`src/rtl/bpps_pkg.sv`:
```
// bpps_pkg: shared types, constants and helpers for the bouncing particle pool
// used by the channel interfaces, the controller, the datapath and the top level
package bpps_pkg;

    localparam int NUM_DOTS = 16;
    localparam int IDX_W    = (NUM_DOTS > 1) ? $clog2(NUM_DOTS) : 1;

    localparam int COORD_W    = 9;
    localparam int SPEED_W    = 14;
    localparam int HEIGHT_W   = 20;
    localparam int SLOT_W     = 6;
    localparam int CFG_IDX_W  = 3;
    localparam int CFG_DATA_W = 10;

    localparam logic [IDX_W-1:0] LAST_IDX = IDX_W'(NUM_DOTS - 1);

    // register indexes of the configuration port
    localparam logic [CFG_IDX_W-1:0] REG_SCREEN_WIDTH  = 3'd0;
    localparam logic [CFG_IDX_W-1:0] REG_SCREEN_HEIGHT = 3'd1;
    localparam logic [CFG_IDX_W-1:0] REG_GRAVITY       = 3'd2;
    localparam logic [CFG_IDX_W-1:0] REG_STOP_SPEED    = 3'd3;
    localparam logic [CFG_IDX_W-1:0] REG_CURSOR_STEP   = 3'd4;

    localparam logic [9:0]         RST_SCREEN_WIDTH  = 10'd320;
    localparam logic [9:0]         RST_SCREEN_HEIGHT = 10'd200;
    localparam logic [7:0]         RST_GRAVITY       = 8'd10;
    localparam logic [9:0]         RST_STOP_SPEED    = 10'd30;
    localparam logic [3:0]         RST_CURSOR_STEP   = 4'd2;
    localparam logic [COORD_W-1:0] RST_CURSOR_COL    = 9'd160;
    localparam logic [COORD_W-1:0] RST_CURSOR_ROW    = 9'd100;

    // 9/10 by reciprocal: q = (m * 9 * ceil(2^20 / 10)) >> 20, exact for m <= 8192
    localparam logic [33:0] DIV10_MUL   = 34'd943722;
    localparam int          DIV10_SHIFT = 20;

    typedef enum logic [2:0] {
        ST_IDLE,
        ST_CURSOR,
        ST_SPAWN,
        ST_WALK,
        ST_DRAIN
    } t_state;

    typedef struct packed {
        logic arrow_left;
        logic arrow_right;
        logic key_up;
        logic arrow_down;
        logic key_drop;
    } t_keys;

    typedef struct packed {
        logic             load;
        logic             cursor;
        logic             spawn;
        logic             rd_en;
        logic [IDX_W-1:0] rd_idx;
    } t_dp_cmd;

    typedef struct packed {
        logic adv;
        logic busy;
    } t_dp_status;

    // width and height registers: 0 acts as 1, above 512 acts as 512
    function automatic logic [9:0] eff_dim(input logic [9:0] v);
        logic [9:0] r;
        if (v == 10'd0) begin
            r = 10'd1;
        end else if (v > 10'd512) begin
            r = 10'd512;
        end else begin
            r = v;
        end
        return r;
    endfunction

endpackage

```
`src/rtl/bpps_if.sv`:
```
// bpps_if: valid/ready channel interfaces for key words, result words and config writes
// depends on bpps_pkg
interface bpps_in_if;
    import bpps_pkg::*;
    logic valid;
    logic ready;
    logic arrow_left;
    logic arrow_right;
    logic key_up;
    logic arrow_down;
    logic key_drop;

    modport source (output valid, arrow_left, arrow_right, key_up, arrow_down, key_drop,
                    input ready);
    modport sink (input valid, arrow_left, arrow_right, key_up, arrow_down, key_drop,
                  output ready);
endinterface

interface bpps_out_if;
    import bpps_pkg::*;
    logic               valid;
    logic               ready;
    logic [SLOT_W-1:0]  slot;
    logic               alive;
    logic [COORD_W-1:0] dot_col;
    logic [COORD_W-1:0] dot_row;
    logic [COORD_W-1:0] pointer_col;
    logic [COORD_W-1:0] pointer_row;
    logic               last;

    modport source (output valid, slot, alive, dot_col, dot_row, pointer_col, pointer_row,
                    last, input ready);
    modport sink (input valid, slot, alive, dot_col, dot_row, pointer_col, pointer_row,
                  last, output ready);
endinterface

interface bpps_cfg_if;
    import bpps_pkg::*;
    logic                  valid;
    logic                  ready;
    logic [CFG_IDX_W-1:0]  index;
    logic [CFG_DATA_W-1:0] data;

    modport source (output valid, index, data, input ready);
    modport sink (input valid, index, data, output ready);
endinterface

```
`src/rtl/bouncing_particle_pool_step.sv`:
```
// bouncing_particle_pool_step: one key word in, one result word per dot slot out
// first result: after cursor and spawn, via the read, move, bounce and result registers
// key words: one at a time, accepted only in idle after cursor, spawn, the slot walk and drain;
//   the walk reads one slot per cycle from the dot stores unless the result side stalls
// reset: synchronous active-low i_rst_n; cursor to 160/100, no active dots, config to defaults
module bouncing_particle_pool_step (
    input  logic        i_clk,
    input  logic        i_rst_n,
    bpps_in_if.sink     i_in,
    bpps_cfg_if.sink    i_cfg,
    bpps_out_if.source  o_out
);
    import bpps_pkg::*;

    t_keys      keys;
    t_dp_cmd    dp_cmd;
    t_dp_status dp_status;

    assign keys.arrow_left  = i_in.arrow_left;
    assign keys.arrow_right = i_in.arrow_right;
    assign keys.key_up      = i_in.key_up;
    assign keys.arrow_down  = i_in.arrow_down;
    assign keys.key_drop    = i_in.key_drop;

    bpps_ctrl u_ctrl (
        .i_clk      (i_clk),
        .i_rst_n    (i_rst_n),
        .i_in_valid (i_in.valid),
        .o_in_ready (i_in.ready),
        .i_status   (dp_status),
        .o_cmd      (dp_cmd)
    );

    bpps_datapath u_datapath (
        .i_clk    (i_clk),
        .i_rst_n  (i_rst_n),
        .i_keys   (keys),
        .i_cmd    (dp_cmd),
        .o_status (dp_status),
        .i_cfg    (i_cfg),
        .o_out    (o_out)
    );

    a_accept_idle: assert property (@(posedge i_clk) disable iff (!i_rst_n)
        (i_in.valid && i_in.ready) |-> !dp_status.busy)
        else $error("key word accepted while slot pipeline busy");

    a_last_slot: assert property (@(posedge i_clk) disable iff (!i_rst_n)
        (o_out.valid && o_out.last) |-> (o_out.slot == SLOT_W'(NUM_DOTS - 1)))
        else $error("last flag on wrong slot");

    a_dead_zero: assert property (@(posedge i_clk) disable iff (!i_rst_n)
        (o_out.valid && !o_out.alive) |-> (o_out.dot_col == '0 && o_out.dot_row == '0))
        else $error("inactive slot reports nonzero position");

    a_read_on_adv: assert property (@(posedge i_clk) disable iff (!i_rst_n)
        dp_cmd.rd_en |=> ($past(dp_status.adv) && dp_status.busy))
        else $error("slot read issued while pipeline stalled");

endmodule

```
`src/rtl/bpps_ctrl.sv`:
```
// bpps_ctrl: tick sequencer; cursor update, spawn, slot walk, pipeline drain
// depends on bpps_pkg; drives the datapath through t_dp_cmd
module bpps_ctrl (
    input  logic                  i_clk,
    input  logic                  i_rst_n,
    input  logic                  i_in_valid,
    output logic                  o_in_ready,
    input  bpps_pkg::t_dp_status  i_status,
    output bpps_pkg::t_dp_cmd     o_cmd
);
    import bpps_pkg::*;

    t_state           r_state, n_state;
    logic [IDX_W-1:0] r_idx, n_idx;

    always_ff @(posedge i_clk) begin
        if (!i_rst_n) begin
            r_state <= ST_IDLE;
            r_idx   <= '0;
        end else begin
            r_state <= n_state;
            r_idx   <= n_idx;
        end
    end

    always_comb begin
        n_state      = r_state;
        n_idx        = r_idx;
        o_cmd        = '0;
        o_cmd.rd_idx = r_idx;
        o_in_ready   = 1'b0;
        unique case (r_state)
            ST_IDLE: begin
                o_in_ready = 1'b1;
                if (i_in_valid) begin
                    o_cmd.load = 1'b1;
                    n_state    = ST_CURSOR;
                end
            end
            ST_CURSOR: begin
                o_cmd.cursor = 1'b1;
                n_state      = ST_SPAWN;
            end
            ST_SPAWN: begin
                o_cmd.spawn = 1'b1;
                n_idx       = '0;
                n_state     = ST_WALK;
            end
            ST_WALK: begin
                if (i_status.adv) begin
                    o_cmd.rd_en = 1'b1;
                    if (r_idx == LAST_IDX) begin
                        n_state = ST_DRAIN;
                    end else begin
                        n_idx = r_idx + 1'b1;
                    end
                end
            end
            ST_DRAIN: begin
                if (!i_status.busy) begin
                    n_state = ST_IDLE;
                end
            end
            default: begin
                n_state = ST_IDLE;
            end
        endcase
    end

endmodule

```
`src/rtl/bpps_datapath.sv`:
```
// bpps_datapath: config registers, cursor, dot stores and the per-slot update pipeline
// depends on bpps_pkg and bpps_if; controlled by bpps_ctrl
module bpps_datapath (
    input  logic                  i_clk,
    input  logic                  i_rst_n,
    input  bpps_pkg::t_keys       i_keys,
    input  bpps_pkg::t_dp_cmd     i_cmd,
    output bpps_pkg::t_dp_status  o_status,
    bpps_cfg_if.sink              i_cfg,
    bpps_out_if.source            o_out
);
    import bpps_pkg::*;

    // config
    logic [9:0] r_width, r_height, r_stop;
    logic [7:0] r_gravity;
    logic [3:0] r_step;

    assign i_cfg.ready = 1'b1;

    always_ff @(posedge i_clk) begin
        if (!i_rst_n) begin
            r_width   <= RST_SCREEN_WIDTH;
            r_height  <= RST_SCREEN_HEIGHT;
            r_gravity <= RST_GRAVITY;
            r_stop    <= RST_STOP_SPEED;
            r_step    <= RST_CURSOR_STEP;
        end else if (i_cfg.valid) begin
            unique case (i_cfg.index)
                REG_SCREEN_WIDTH:  r_width   <= i_cfg.data;
                REG_SCREEN_HEIGHT: r_height  <= i_cfg.data;
                REG_GRAVITY:       r_gravity <= i_cfg.data[7:0];
                REG_STOP_SPEED:    r_stop    <= i_cfg.data;
                REG_CURSOR_STEP:   r_step    <= i_cfg.data[3:0];
                default: ;
            endcase
        end
    end

    logic [9:0]         w_eff, h_eff;
    logic [COORD_W-1:0] w_max, bottom;

    assign w_eff  = eff_dim(r_width);
    assign h_eff  = eff_dim(r_height);
    assign w_max  = COORD_W'(w_eff - 10'd1);
    assign bottom = COORD_W'(h_eff - 10'd1);

    // cursor and drop edge
    t_keys              r_keys;
    logic [COORD_W-1:0] r_col, r_row, n_col, n_row;
    logic               r_drop_prev, r_spawn_req;
    logic signed [10:0] step_s, col_s, row_s;

    always_comb begin
        step_s = $signed({7'b0, r_step});
        col_s  = $signed({2'b00, r_col});
        row_s  = $signed({2'b00, r_row});
        if (r_keys.arrow_left)  col_s = col_s - step_s;
        if (r_keys.arrow_right) col_s = col_s + step_s;
        if (r_keys.key_up)      row_s = row_s - step_s;
        if (r_keys.arrow_down)  row_s = row_s + step_s;
        if (col_s < 11'sd0) begin
            n_col = '0;
        end else if (col_s > $signed({2'b00, w_max})) begin
            n_col = w_max;
        end else begin
            n_col = col_s[COORD_W-1:0];
        end
        if (row_s < 11'sd0) begin
            n_row = '0;
        end else if (row_s > $signed({2'b00, bottom})) begin
            n_row = bottom;
        end else begin
            n_row = row_s[COORD_W-1:0];
        end
    end

    always_ff @(posedge i_clk) begin
        if (!i_rst_n) begin
            r_col       <= RST_CURSOR_COL;
            r_row       <= RST_CURSOR_ROW;
            r_drop_prev <= 1'b0;
            r_spawn_req <= 1'b0;
        end else if (i_cmd.cursor) begin
            r_col       <= n_col;
            r_row       <= n_row;
            r_drop_prev <= r_keys.key_drop;
            r_spawn_req <= r_keys.key_drop & ~r_drop_prev;
        end
    end

    always_ff @(posedge i_clk) begin
        if (i_cmd.load) begin
            r_keys <= i_keys;
        end
    end

    // free slot search, lowest index wins
    logic [NUM_DOTS-1:0] r_active;
    logic                free_found;
    logic [IDX_W-1:0]    free_idx;

    always_comb begin
        free_found = 1'b0;
        free_idx   = '0;
        for (int i = NUM_DOTS - 1; i >= 0; i--) begin
            if (!r_active[i]) begin
                free_found = 1'b1;
                free_idx   = IDX_W'(i);
            end
        end
    end

    // dot stores
    logic [COORD_W-1:0]         mem_x [NUM_DOTS];
    logic signed [HEIGHT_W-1:0] mem_h [NUM_DOTS];
    logic signed [SPEED_W-1:0]  mem_v [NUM_DOTS];

    logic adv;
    assign adv = ~o_out.valid | o_out.ready;

    // read stage
    logic                       r_r_valid, r_r_act;
    logic [IDX_W-1:0]           r_r_idx;
    logic [COORD_W-1:0]         r_r_x;
    logic signed [HEIGHT_W-1:0] r_r_h;
    logic signed [SPEED_W-1:0]  r_r_v;

    always_ff @(posedge i_clk) begin
        if (adv) begin
            r_r_idx <= i_cmd.rd_idx;
            r_r_act <= r_active[i_cmd.rd_idx];
            r_r_x   <= mem_x[i_cmd.rd_idx];
            r_r_h   <= mem_h[i_cmd.rd_idx];
            r_r_v   <= mem_v[i_cmd.rd_idx];
        end
    end

    // gravity, move, floor test
    logic signed [SPEED_W:0]    v_sum;
    logic signed [HEIGHT_W:0]   y_sum;
    logic signed [SPEED_W-1:0]  v_a;
    logic signed [HEIGHT_W-1:0] y_a;
    logic                       hit_a;

    always_comb begin
        v_sum = $signed({r_r_v[SPEED_W-1], r_r_v}) + $signed({7'b0, r_gravity});
        if (v_sum > 15'sd8191) begin
            v_a = 14'sd8191;
        end else if (v_sum < -15'sd8192) begin
            v_a = -14'sd8192;
        end else begin
            v_a = v_sum[SPEED_W-1:0];
        end
        y_sum = $signed({r_r_h[HEIGHT_W-1], r_r_h}) + $signed({{7{v_a[SPEED_W-1]}}, v_a});
        if (y_sum > 21'sd524287) begin
            y_a = 20'sd524287;
        end else if (y_sum < -21'sd524288) begin
            y_a = -20'sd524288;
        end else begin
            y_a = y_sum[HEIGHT_W-1:0];
        end
        if (!y_a[HEIGHT_W-1]) begin
            hit_a = {1'b0, y_a[18:8]} >= {3'b000, bottom};
        end else begin
            hit_a = (bottom == '0) && (&y_a[19:8]) && (y_a[7:0] != 8'd0);
        end
    end

    logic                       r_a_valid, r_a_act, r_a_hit;
    logic [IDX_W-1:0]           r_a_idx;
    logic [COORD_W-1:0]         r_a_x;
    logic signed [HEIGHT_W-1:0] r_a_y;
    logic signed [SPEED_W-1:0]  r_a_v;

    always_ff @(posedge i_clk) begin
        if (adv) begin
            r_a_idx <= r_r_idx;
            r_a_act <= r_r_act;
            r_a_hit <= hit_a;
            r_a_x   <= r_r_x;
            r_a_y   <= y_a;
            r_a_v   <= v_a;
        end
    end

    // bounce: magnitude times nine tenths
    logic [SPEED_W-1:0] mag_b;
    logic [33:0]        prod_b;

    assign mag_b  = r_a_v[SPEED_W-1] ? SPEED_W'(-r_a_v) : SPEED_W'(r_a_v);
    assign prod_b = 34'(mag_b) * DIV10_MUL;

    logic                       r_b_valid, r_b_act, r_b_hit;
    logic [IDX_W-1:0]           r_b_idx;
    logic [COORD_W-1:0]         r_b_x;
    logic signed [HEIGHT_W-1:0] r_b_y;
    logic signed [SPEED_W-1:0]  r_b_v;
    logic [SPEED_W-1:0]         r_b_q;

    always_ff @(posedge i_clk) begin
        if (adv) begin
            r_b_idx <= r_a_idx;
            r_b_act <= r_a_act;
            r_b_hit <= r_a_hit;
            r_b_x   <= r_a_x;
            r_b_y   <= r_a_y;
            r_b_v   <= r_a_v;
            r_b_q   <= prod_b[DIV10_SHIFT+SPEED_W-1:DIV10_SHIFT];
        end
    end

    always_ff @(posedge i_clk) begin
        if (!i_rst_n) begin
            r_r_valid <= 1'b0;
            r_a_valid <= 1'b0;
            r_b_valid <= 1'b0;
        end else if (adv) begin
            r_r_valid <= i_cmd.rd_en;
            r_a_valid <= r_r_valid;
            r_b_valid <= r_a_valid;
        end
    end

    // final speed, retire, write back
    logic signed [SPEED_W-1:0]  v_new;
    logic signed [HEIGHT_W-1:0] y_new;
    logic                       retire, alive;
    logic [COORD_W-1:0]         row_new;

    always_comb begin
        if (r_b_hit) begin
            v_new = r_b_v[SPEED_W-1] ? $signed(r_b_q) : -$signed(r_b_q);
            y_new = $signed({3'b000, bottom, 8'b0});
        end else begin
            v_new = r_b_v;
            y_new = r_b_y;
        end
        retire = r_b_hit && (r_b_q < {4'b0, r_stop});
        alive  = r_b_act && !retire;
        if (y_new[HEIGHT_W-1]) begin
            row_new = '0;
        end else if (|y_new[18:17]) begin
            row_new = 9'd511;
        end else begin
            row_new = y_new[16:8];
        end
    end

    logic                       spawn_we, wb_we, mem_we;
    logic [IDX_W-1:0]           wr_idx;
    logic [COORD_W-1:0]         wr_x;
    logic signed [HEIGHT_W-1:0] wr_h;
    logic signed [SPEED_W-1:0]  wr_v;

    assign spawn_we = i_cmd.spawn && r_spawn_req && free_found;
    assign wb_we    = adv && r_b_valid && r_b_act;
    assign mem_we   = spawn_we | wb_we;

    always_comb begin
        if (spawn_we) begin
            wr_idx = free_idx;
            wr_x   = r_col;
            wr_h   = $signed({3'b000, r_row, 8'b0});
            wr_v   = '0;
        end else begin
            wr_idx = r_b_idx;
            wr_x   = r_b_x;
            wr_h   = y_new;
            wr_v   = v_new;
        end
    end

    always_ff @(posedge i_clk) begin
        if (mem_we) begin
            mem_x[wr_idx] <= wr_x;
            mem_h[wr_idx] <= wr_h;
            mem_v[wr_idx] <= wr_v;
        end
    end

    always_ff @(posedge i_clk) begin
        if (!i_rst_n) begin
            r_active <= '0;
        end else begin
            if (spawn_we) begin
                r_active[free_idx] <= 1'b1;
            end
            if (wb_we && retire) begin
                r_active[r_b_idx] <= 1'b0;
            end
        end
    end

    // result word register
    always_ff @(posedge i_clk) begin
        if (!i_rst_n) begin
            o_out.valid <= 1'b0;
        end else if (adv) begin
            o_out.valid <= r_b_valid;
        end
    end

    always_ff @(posedge i_clk) begin
        if (adv && r_b_valid) begin
            o_out.slot        <= SLOT_W'(r_b_idx);
            o_out.alive       <= alive;
            o_out.dot_col     <= alive ? r_b_x : '0;
            o_out.dot_row     <= alive ? row_new : '0;
            o_out.pointer_col <= r_col;
            o_out.pointer_row <= r_row;
            o_out.last        <= (r_b_idx == LAST_IDX);
        end
    end

    assign o_status.adv  = adv;
    assign o_status.busy = r_r_valid | r_a_valid | r_b_valid;

endmodule
```
`src/flat_wrapper.sv`:
```
// flat-port wrapper written by rule: the top's interface ports become plain ports
module bouncing_particle_pool_step_flat import bpps_pkg::*;
  (i_clk, i_rst_n, i_in_valid, i_in_arrow_left, i_in_arrow_right, i_in_key_up, i_in_arrow_down, i_in_key_drop, i_in_ready, i_cfg_valid, i_cfg_index, i_cfg_data, i_cfg_ready, o_out_valid, o_out_slot, o_out_alive, o_out_dot_col, o_out_dot_row, o_out_pointer_col, o_out_pointer_row, o_out_last, o_out_ready);
  bpps_in_if i_in_i ();
  bpps_cfg_if i_cfg_i ();
  bpps_out_if o_out_i ();
  input  logic i_clk;
  input  logic i_rst_n;
  input wire logic [$bits(i_in_i.valid)-1:0] i_in_valid;
  input wire logic [$bits(i_in_i.arrow_left)-1:0] i_in_arrow_left;
  input wire logic [$bits(i_in_i.arrow_right)-1:0] i_in_arrow_right;
  input wire logic [$bits(i_in_i.key_up)-1:0] i_in_key_up;
  input wire logic [$bits(i_in_i.arrow_down)-1:0] i_in_arrow_down;
  input wire logic [$bits(i_in_i.key_drop)-1:0] i_in_key_drop;
  output wire logic [$bits(i_in_i.ready)-1:0] i_in_ready;
  input wire logic [$bits(i_cfg_i.valid)-1:0] i_cfg_valid;
  input wire logic [$bits(i_cfg_i.index)-1:0] i_cfg_index;
  input wire logic [$bits(i_cfg_i.data)-1:0] i_cfg_data;
  output wire logic [$bits(i_cfg_i.ready)-1:0] i_cfg_ready;
  output wire logic [$bits(o_out_i.valid)-1:0] o_out_valid;
  output wire logic [$bits(o_out_i.slot)-1:0] o_out_slot;
  output wire logic [$bits(o_out_i.alive)-1:0] o_out_alive;
  output wire logic [$bits(o_out_i.dot_col)-1:0] o_out_dot_col;
  output wire logic [$bits(o_out_i.dot_row)-1:0] o_out_dot_row;
  output wire logic [$bits(o_out_i.pointer_col)-1:0] o_out_pointer_col;
  output wire logic [$bits(o_out_i.pointer_row)-1:0] o_out_pointer_row;
  output wire logic [$bits(o_out_i.last)-1:0] o_out_last;
  input wire logic [$bits(o_out_i.ready)-1:0] o_out_ready;
  assign i_in_i.valid = i_in_valid;
  assign i_in_i.arrow_left = i_in_arrow_left;
  assign i_in_i.arrow_right = i_in_arrow_right;
  assign i_in_i.key_up = i_in_key_up;
  assign i_in_i.arrow_down = i_in_arrow_down;
  assign i_in_i.key_drop = i_in_key_drop;
  assign i_in_ready = i_in_i.ready;
  assign i_cfg_i.valid = i_cfg_valid;
  assign i_cfg_i.index = i_cfg_index;
  assign i_cfg_i.data = i_cfg_data;
  assign i_cfg_ready = i_cfg_i.ready;
  assign o_out_valid = o_out_i.valid;
  assign o_out_slot = o_out_i.slot;
  assign o_out_alive = o_out_i.alive;
  assign o_out_dot_col = o_out_i.dot_col;
  assign o_out_dot_row = o_out_i.dot_row;
  assign o_out_pointer_col = o_out_i.pointer_col;
  assign o_out_pointer_row = o_out_i.pointer_row;
  assign o_out_last = o_out_i.last;
  assign o_out_i.ready = o_out_ready;
  bouncing_particle_pool_step u_core (.i_clk(i_clk), .i_rst_n(i_rst_n), .i_in(i_in_i), .i_cfg(i_cfg_i), .o_out(o_out_i));
endmodule
```
`config.mk`:
```
export PLATFORM = sky130hd
export DESIGN_NAME = bouncing_particle_pool_step_flat
export DESIGN_NICKNAME = d
export VERILOG_FILES = /design/src/rtl/bpps_pkg.sv /design/src/rtl/bpps_if.sv /design/src/rtl/bouncing_particle_pool_step.sv /design/src/rtl/bpps_ctrl.sv /design/src/rtl/bpps_datapath.sv /design/src/flat_wrapper.sv
export SDC_FILE = /design/constraint.sdc
export NUM_CORES = 1
export LEC_CHECK = 0
export BUFFER_PORTS_ARGS = -buffer_cell sky130_fd_sc_hd__buf_2
export CAP_MARGIN = 20
export CELL_PAD_IN_SITES_DETAIL_PLACEMENT = 1
export CELL_PAD_IN_SITES_GLOBAL_PLACEMENT = 1
export CORE_ASPECT_RATIO = 1.25
export CORE_UTILIZATION = 45
export CTS_CLUSTER_DIAMETER = 100
export DETAILED_ROUTE_END_ITERATION = 10
export GPL_TIMING_DRIVEN = 0
export PLACE_DENSITY_LB_ADDON = 0.1
export SLEW_MARGIN = 40
export SYNTH_ARGS = -nofsm -noshare
export SYNTH_HDL_FRONTEND = slang
export SYNTH_SLANG_ARGS = --single-unit
```
`constraint.sdc`:
```
create_clock -name i_clk -period 24.6 [get_ports i_clk]
set_input_delay 2.46 -clock i_clk [delete_from_list [all_inputs] [get_ports i_clk]]
set_output_delay 2.46 -clock i_clk [all_outputs]
set_load 0.01 [all_outputs]
```
# Yosys cells after proc, flatten, opt, wreduce, memory -nomap -nowiden
# Memories as Yosys holds them, arrays and structs flattened. A register that Yosys moved wholly into a read port is not among the register bits.
# Cells that the tools add are included.
[word_totals]
ff_bits = 253
ram_bits = 688
inputBits = 23
output_inout_bits = 47
elab_cells = 213
n_memories = 3
[classes]
addsub = 11
multipliers = 1
order_cmp = 17
eq_ne = 15
n_mux = 83
n_bitwise = 11
reduce_logical = 29
[memory_table]
columns = ["memory", "words", "word_bits", "read_ports", "rd_clocked_by_memory_dff", "write_ports", "line", "text"]
rows = [
  ["u_core.u_datapath.mem_h", 16, 20, 1, 1, 1, "bpps_datapath.sv:116", "logic signed [HEIGHT_W-1:0] mem_h [NUM_DOTS];"],
  ["u_core.u_datapath.mem_v", 16, 14, 1, 1, 1, "bpps_datapath.sv:117", "logic signed [SPEED_W-1:0] mem_v [NUM_DOTS];"],
  ["u_core.u_datapath.mem_x", 16, 9, 1, 1, 1, "bpps_datapath.sv:115", "logic [COORD_W-1:0] mem_x [NUM_DOTS];"],
]
[op_table]
columns = ["operator", "n"]
rows = [
  ["9-bit two-way mux", 10],
  ["14-bit two-way mux", 6],
  ["20-bit two-way mux", 4],
  ["4-bit two-way mux", 19],
  ["16-bit two-way mux", 3],
  ["11-bit two-way mux", 4],
  ["14-bit by 19-bit multiplier with 33-bit output, second input constant", 1],
  ["1-bit two-way mux", 28],
  ["14-bit negator", 2],
  ["11-bit by 5-bit adder with 11-bit output", 2],
  ["11-bit by 10-bit greater-than comparator with 1-bit output", 2],
  ["11-bit by 1-bit less-than comparator with 1-bit output, second input constant", 2],
  ["20-bit by 14-bit adder with 21-bit output", 1],
  ["21-bit by 20-bit greater-than comparator with 1-bit output, second input constant", 1],
  ["21-bit by 20-bit less-than comparator with 1-bit output, second input constant", 1],
  ["10-bit greater-than comparator, second input constant", 2],
  ["10-bit logical NOT", 2],
  ["9-bit by 4-bit subtractor with 10-bit output", 2],
  ["9-bit by 1-bit subtractor with 9-bit output, second input constant", 2],
  ["16-bit bitwise AND", 1],
  ["16-bit NOT", 1],
  ["16-bit OR", 1],
  ["14-bit by 9-bit adder with 15-bit output", 1],
  ["15-bit by 14-bit greater-than comparator with 1-bit output, second input constant", 1],
  ["other kinds (30)", 68],
]

# Depth between registers and ports, before layout
[depth]
depth_word = 25
mapped_depth = 36
depth_no_buf = 35

# Cells and area by module
# From an unflattened synthesis, not the netlist that was laid out.
[unflattened]
hier_cells = 2896
hier_area_um2 = 45783.9
[modules_own_cells]
columns = ["module", "n_inst", "cells_each", "area_each_um2", "seq_area_each_um2"]
rows = [
  ["bpps_datapath", 1, 2842, 45347.2, 28517.4],
  ["bpps_ctrl", 1, 54, 436.7, 140.1],
]

# Worst setup path before layout
# OpenSTA, ideal clock, no wires.
[synth_path]
path_type = "in2reg"
startpoint = "input port o_out_ready"
endpoint = "memory u_core.u_datapath.mem_h[0][0], enable pin"
setup_time_ps = 497
arrival_ps = 10777
required_ps = 24103
slack_ps = 13326
cell_stages = 7
n_path_buf = 0
path_cell_list = "nor2b_1 > inv_1 > and2_1 > nand2_1 > o31ai_1 > nand2_1 > nor3_1"
[synth_via]
elab_chain_cells = 6
[synth_rtl]
columns = ["item", "line", "text"]
rows = [
  ["start, declared", "flat_wrapper.sv:28", "input wire logic [$bits(o_out_i.ready)-1:0] o_out_ready;"],
  ["1-bit OR", "bpps_datapath.sv:120", "assign adv = ~o_out.valid | o_out.ready;"],
  ["via u_core.u_datapath.adv", "bpps_datapath.sv:119", "logic adv;"],
  ["1-bit logical AND (2 in series)", "bpps_datapath.sv:257", "assign wb_we = adv && r_b_valid && r_b_act;"],
  ["1-bit OR", "bpps_datapath.sv:258", "assign mem_we = spawn_we | wb_we;"],
  ["1-bit two-way mux", "bpps_datapath.sv:275", "if (mem_we) begin"],
  ["1-bit two-way mux (implied by the code)", "bpps_datapath.sv:277", "mem_h[wr_idx] <= wr_h;"],
  ["end, declared", "bpps_datapath.sv:116", ""],
]
# The timed path passes the listed nets, and every way through them passes these cells.

# Worst setup path after layout
[layout_path]
startpoint = "register u_core.u_datapath.r_r_v[0], read port of u_core.u_datapath.mem_v"
endpoint = "register u_core.u_datapath.r_a_hit (data pin)"
[layout_via]
elab_chain_cells = 12
elab_cells_between_ends = 16
classes_between = "add/sub: 2; order compare: 5; mux: 5; reduce/logical: 4"
[layout_rtl]
columns = ["item", "line", "text"]
rows = [
  ["start, declared", "bpps_datapath.sv:127", "logic signed [SPEED_W-1:0] r_r_v;"],
  ["14-bit by 9-bit adder with 15-bit output (*)", "bpps_datapath.sv:147", "v_sum = $signed({r_r_v[SPEED_W-1], r_r_v}) + $signed({7'b0, r_gravity});"],
  ["15-bit by 14-bit less-than comparator with 1-bit output", "bpps_datapath.sv:150", "end else if (v_sum < -15'sd8192) begin"],
  ["14-bit two-way mux", "bpps_datapath.sv:150", ""],
  ["14-bit two-way mux (*)", "bpps_datapath.sv:148", "if (v_sum > 15'sd8191) begin"],
  ["via u_core.u_datapath.v_a[10]", "bpps_datapath.sv:142", "logic signed [SPEED_W-1:0] v_a;"],
  ["20-bit by 14-bit adder with 21-bit output (*)", "bpps_datapath.sv:155", "y_sum = $signed({r_r_h[HEIGHT_W-1], r_r_h}) + $signed({{7{v_a[SPEED_W-1]}}, v_a});"],
  ["21-bit by 20-bit less-than comparator with 1-bit output", "bpps_datapath.sv:158", "end else if (y_sum < -21'sd524288) begin"],
  ["20-bit two-way mux", "bpps_datapath.sv:158", ""],
  ["20-bit two-way mux (*)", "bpps_datapath.sv:156", "if (y_sum > 21'sd524287) begin"],
  ["via u_core.u_datapath.y_a[19]", "bpps_datapath.sv:143", "logic signed [HEIGHT_W-1:0] y_a;"],
  ["12-bit AND reduction", "bpps_datapath.sv:166", "hit_a = (bottom == '0) && (&y_a[19:8]) && (y_a[7:0] != 8'd0);"],
  ["1-bit logical AND (2 in series)", "bpps_datapath.sv:166", ""],
  ["1-bit two-way mux (*)", "bpps_datapath.sv:163", "if (!y_a[HEIGHT_W-1]) begin"],
  ["via u_core.u_datapath.hit_a", "bpps_datapath.sv:144", "logic hit_a;"],
  ["end signal, assigned", "bpps_datapath.sv:180", "r_a_hit <= hit_a;"],
  ["end, declared", "bpps_datapath.sv:170", "logic r_a_valid, r_a_act, r_a_hit;"],
]
# The timed path passes the listed nets; every way through them passes the cells marked *.
# A chain may end at the register's enable or synchronous reset.

==> flow_summary.ini <==
[setup_path]
critical-path-max-stage-delay_ns = 0.73
critPathKind = reg2reg
cp_max_fo = 6
end_kind = flip-flop
critPathLaunchType = flip-flop
critPathSlowestCell = a21oi_1
arrival_ns = 10.05
cpMostUsedCell = o21ai_0
critPathRequiredTime_ns = 25.04

[routing]
wire_per_inst_um = 27.6
wl_met1_um = 52900
detail_route.first_pass.iterations = 5
drc = 0
drt-total-wl_um = 128000
first_iter_violations = 1983
vias_per_cell = 5.80
ant_nets = 0
met2_length_um = 64600
route.vias.total = 26949
highest_layer = met4
dr_wl_met3_um = 6200

[finish]
fin_util = 0.524
antennaDiodeCount = 0
final_cell_mix = 895 x edfxtp_1, 220 x mux4_2, 211 x ha_1, 208 x nand2_1, 182 x inv_1
nNetsFinal = 3567
stdcell_area_sq_mm = 0.0527
area_delta_synth_final_pct = 15.4
drive_gt1_frac = 0.231
final_common_cell = edfxtp_1

[timing]
finalCritPeriodShare = 0.391
min_period_ns = 9.61
setup_violations = 0
drv_slew = 0
maxSlewHeadroom = 0.419
timing.fmax_ghz = 0.104
skew_ns = 0.0564
worst_slew_pin_slew_ns = 0.871
setup_tns_ns = 0
finalHoldViolCount = 0
grt_setup_unrepaired = false

[clock_network]
cts_sinks = 984
cts_tree = yes
cts_buffers = 98
cts_setup_buffers = 0
ctsHoldBuffers = 0
cts_root_buf = clkbuf_16
clockBufferDepth = 3
clkLatencyLatePin_ns = 0.71
htree_levels = 3
clk_pin_slew_ns = 0.06
cts.repair.resized = 0

[place]
dpl_cell_area_sq_mm = 0.0494
portBuffers = 66
dp_hpwl_um = 96100
place_congestion = 0.915

[die]
start_util = 0.454
dieArea_sq_mm = 0.103
rows = 130
die_w_um = 287
ios = 70
coreArea_sq_mm = 0.101
die_y_um = 358

[outcome]
outcome = completed

[run]
drv_cap = 0

[synth]
yosysSeqAreaShare = 0.627
synthAdderAreaFrac = 0.0983
syn_inst = 2899
synth_edf_count = 895
synth_compound_area_frac = 0.0557
synthTopCellsByArea = edfxtp_1 59%, mux4_2 11%, ha_1 5.8%
async_flop_share = 0
synthFlopType = edfxtp_1
yosysWarnings = 0
synth-simple-area-share = 0.0586
yosysTopAreaCell = edfxtp_1
postSynthAreaPerCell_sq_um = 15.8
synth.top_cell.area_share = 0.588
synth_top_family_by_area = multiplexers
synth_area_sq_mm = 0.0457
synth_xor_area_frac = 0.0172
ys_ff_latch = 984
synthMuxAreaShare = 0.118
yosysUniqueCellTypes = 87

[power]
peakVddDrop_v = 0.0000946
p_leak_nw = 19.2
power.density_mw_per_mm2 = 93.9

[worst_hold_path]
hp-class = reg2reg

[global_route]
grt_use_total = 0.254
gr-total-overflow = 0
grt_pass1_wl_um = 190000
antenna_found_initial = 0
grt_max_degree = 81
grt_pass1_vias = 28994
[through the flow]
stage	setup WS, ns	power [mW]	hold slack, ns	std cells
finish	14.99	4.95	0.418	4644
global placement	5.72	3.39	0.403	4286
CTS	14.90	5.02	0.404	4643
floorplan	13.33	3.02	0.400	2900
global route	14.41	5.25	0.420	4644
detailed placement	14.98	3.50	0.406	4465
[worst max-delay path, delay by kind of cell (launching register included)]
family          cells  cell delay [ns]
compound gates     22             5.40
simple gates        5             1.58
fa+ha+maj           4             1.25
buf+inv             3             0.60
flops               1             0.51
[state kept, by name, summed over array words and instances, names as in the netlist, 10 cells and up]
register                    cells
u_core.u_datapath.mem_h       320
u_core.u_datapath.mem_v       224
u_core.u_datapath.mem_x       144
u_core.u_datapath.r_a_y        20
u_core.u_datapath.r_b_y        20
u_core.u_datapath.r_r_h        20
u_core.u_datapath.r_active     16
u_core.u_datapath.r_a_v        14
u_core.u_datapath.r_b_q        14
u_core.u_datapath.r_b_v        14
u_core.u_datapath.r_r_v        14
u_core.u_datapath.r_height     10
u_core.u_datapath.r_stop       10
u_core.u_datapath.r_width      10
[final cells by class]
cell class / instances / area [sq um]
multi-input cells: 1621 / 16300
flip-flops and latches: 984 / 28700
clock inverters: 48 / 512
plain buffers: 110 / 494
fillers: 9632 / 47800
well taps: 1320 / 1650
inverters: 185 / 702
repair buffers: 246 / 1680
clock buffers: 130 / 2730
[logic make-up after synthesis]
| group | count (synthesis) |
|---|---|
| XOR/XNOR | 89 |
| AND/OR/NAND/NOR | 563 |
| multiplexers | 261 |
| buffers and inverters | 295 |
| flip-flops | 984 |
| other | 2 |
| AO/OA/AOI/OAI | 396 |
| adder cells (fa/ha/maj) | 309 |
[metal layers]
| layer | vias to the layer above | global-route usage |
|---|---|---|
| li1 | 11800 | - |
| met1 | 14146 | 0.332 |
| met2 | 780 | 0.436 |
| met3 | 223 | 0.0310 |
| met4 | 0 | 0.0955 |
| met5 | - | 0 |
[final timing paths]
check,startpoint,endpoint,slack [ns],depth (start not counted)
min,u_core.u_datapath.r_a_idx[0],u_core.u_datapath.r_b_idx[0],0.42,0
min reg2reg,u_core.u_datapath.r_a_idx[0],u_core.u_datapath.r_b_idx[0],0.42,0
max reg2reg,u_core.u_datapath.r_r_v[0],u_core.u_datapath.r_a_hit,14.99,34
max,u_core.u_datapath.r_r_v[0],u_core.u_datapath.r_a_hit,14.99,34
[cell usage after synthesis, drive strengths merged, types with 20 or more instances]
cell / n
and3: 23
ha: 211
a21oi: 110
fa: 87
buf: 27
mux2i: 28
a21o: 34
and2: 25
mux4: 220
nand3: 30
nor3: 49
xor2: 25
inv: 185
xnor2: 64
dfxtp: 89
nor2b: 20
o21a: 22
clkbuf: 83
nand2b: 22
nor2: 119
o21ai: 91
edfxtp: 895
nand2: 208
[power breakdown]
part	internal [mW]	switching, mW
sequential	1.98	0.0464
combinational	0.586	0.836
clock	0.857	0.650
total	3.42	1.53
Note: power is estimated with default switching activity, not from simulation.
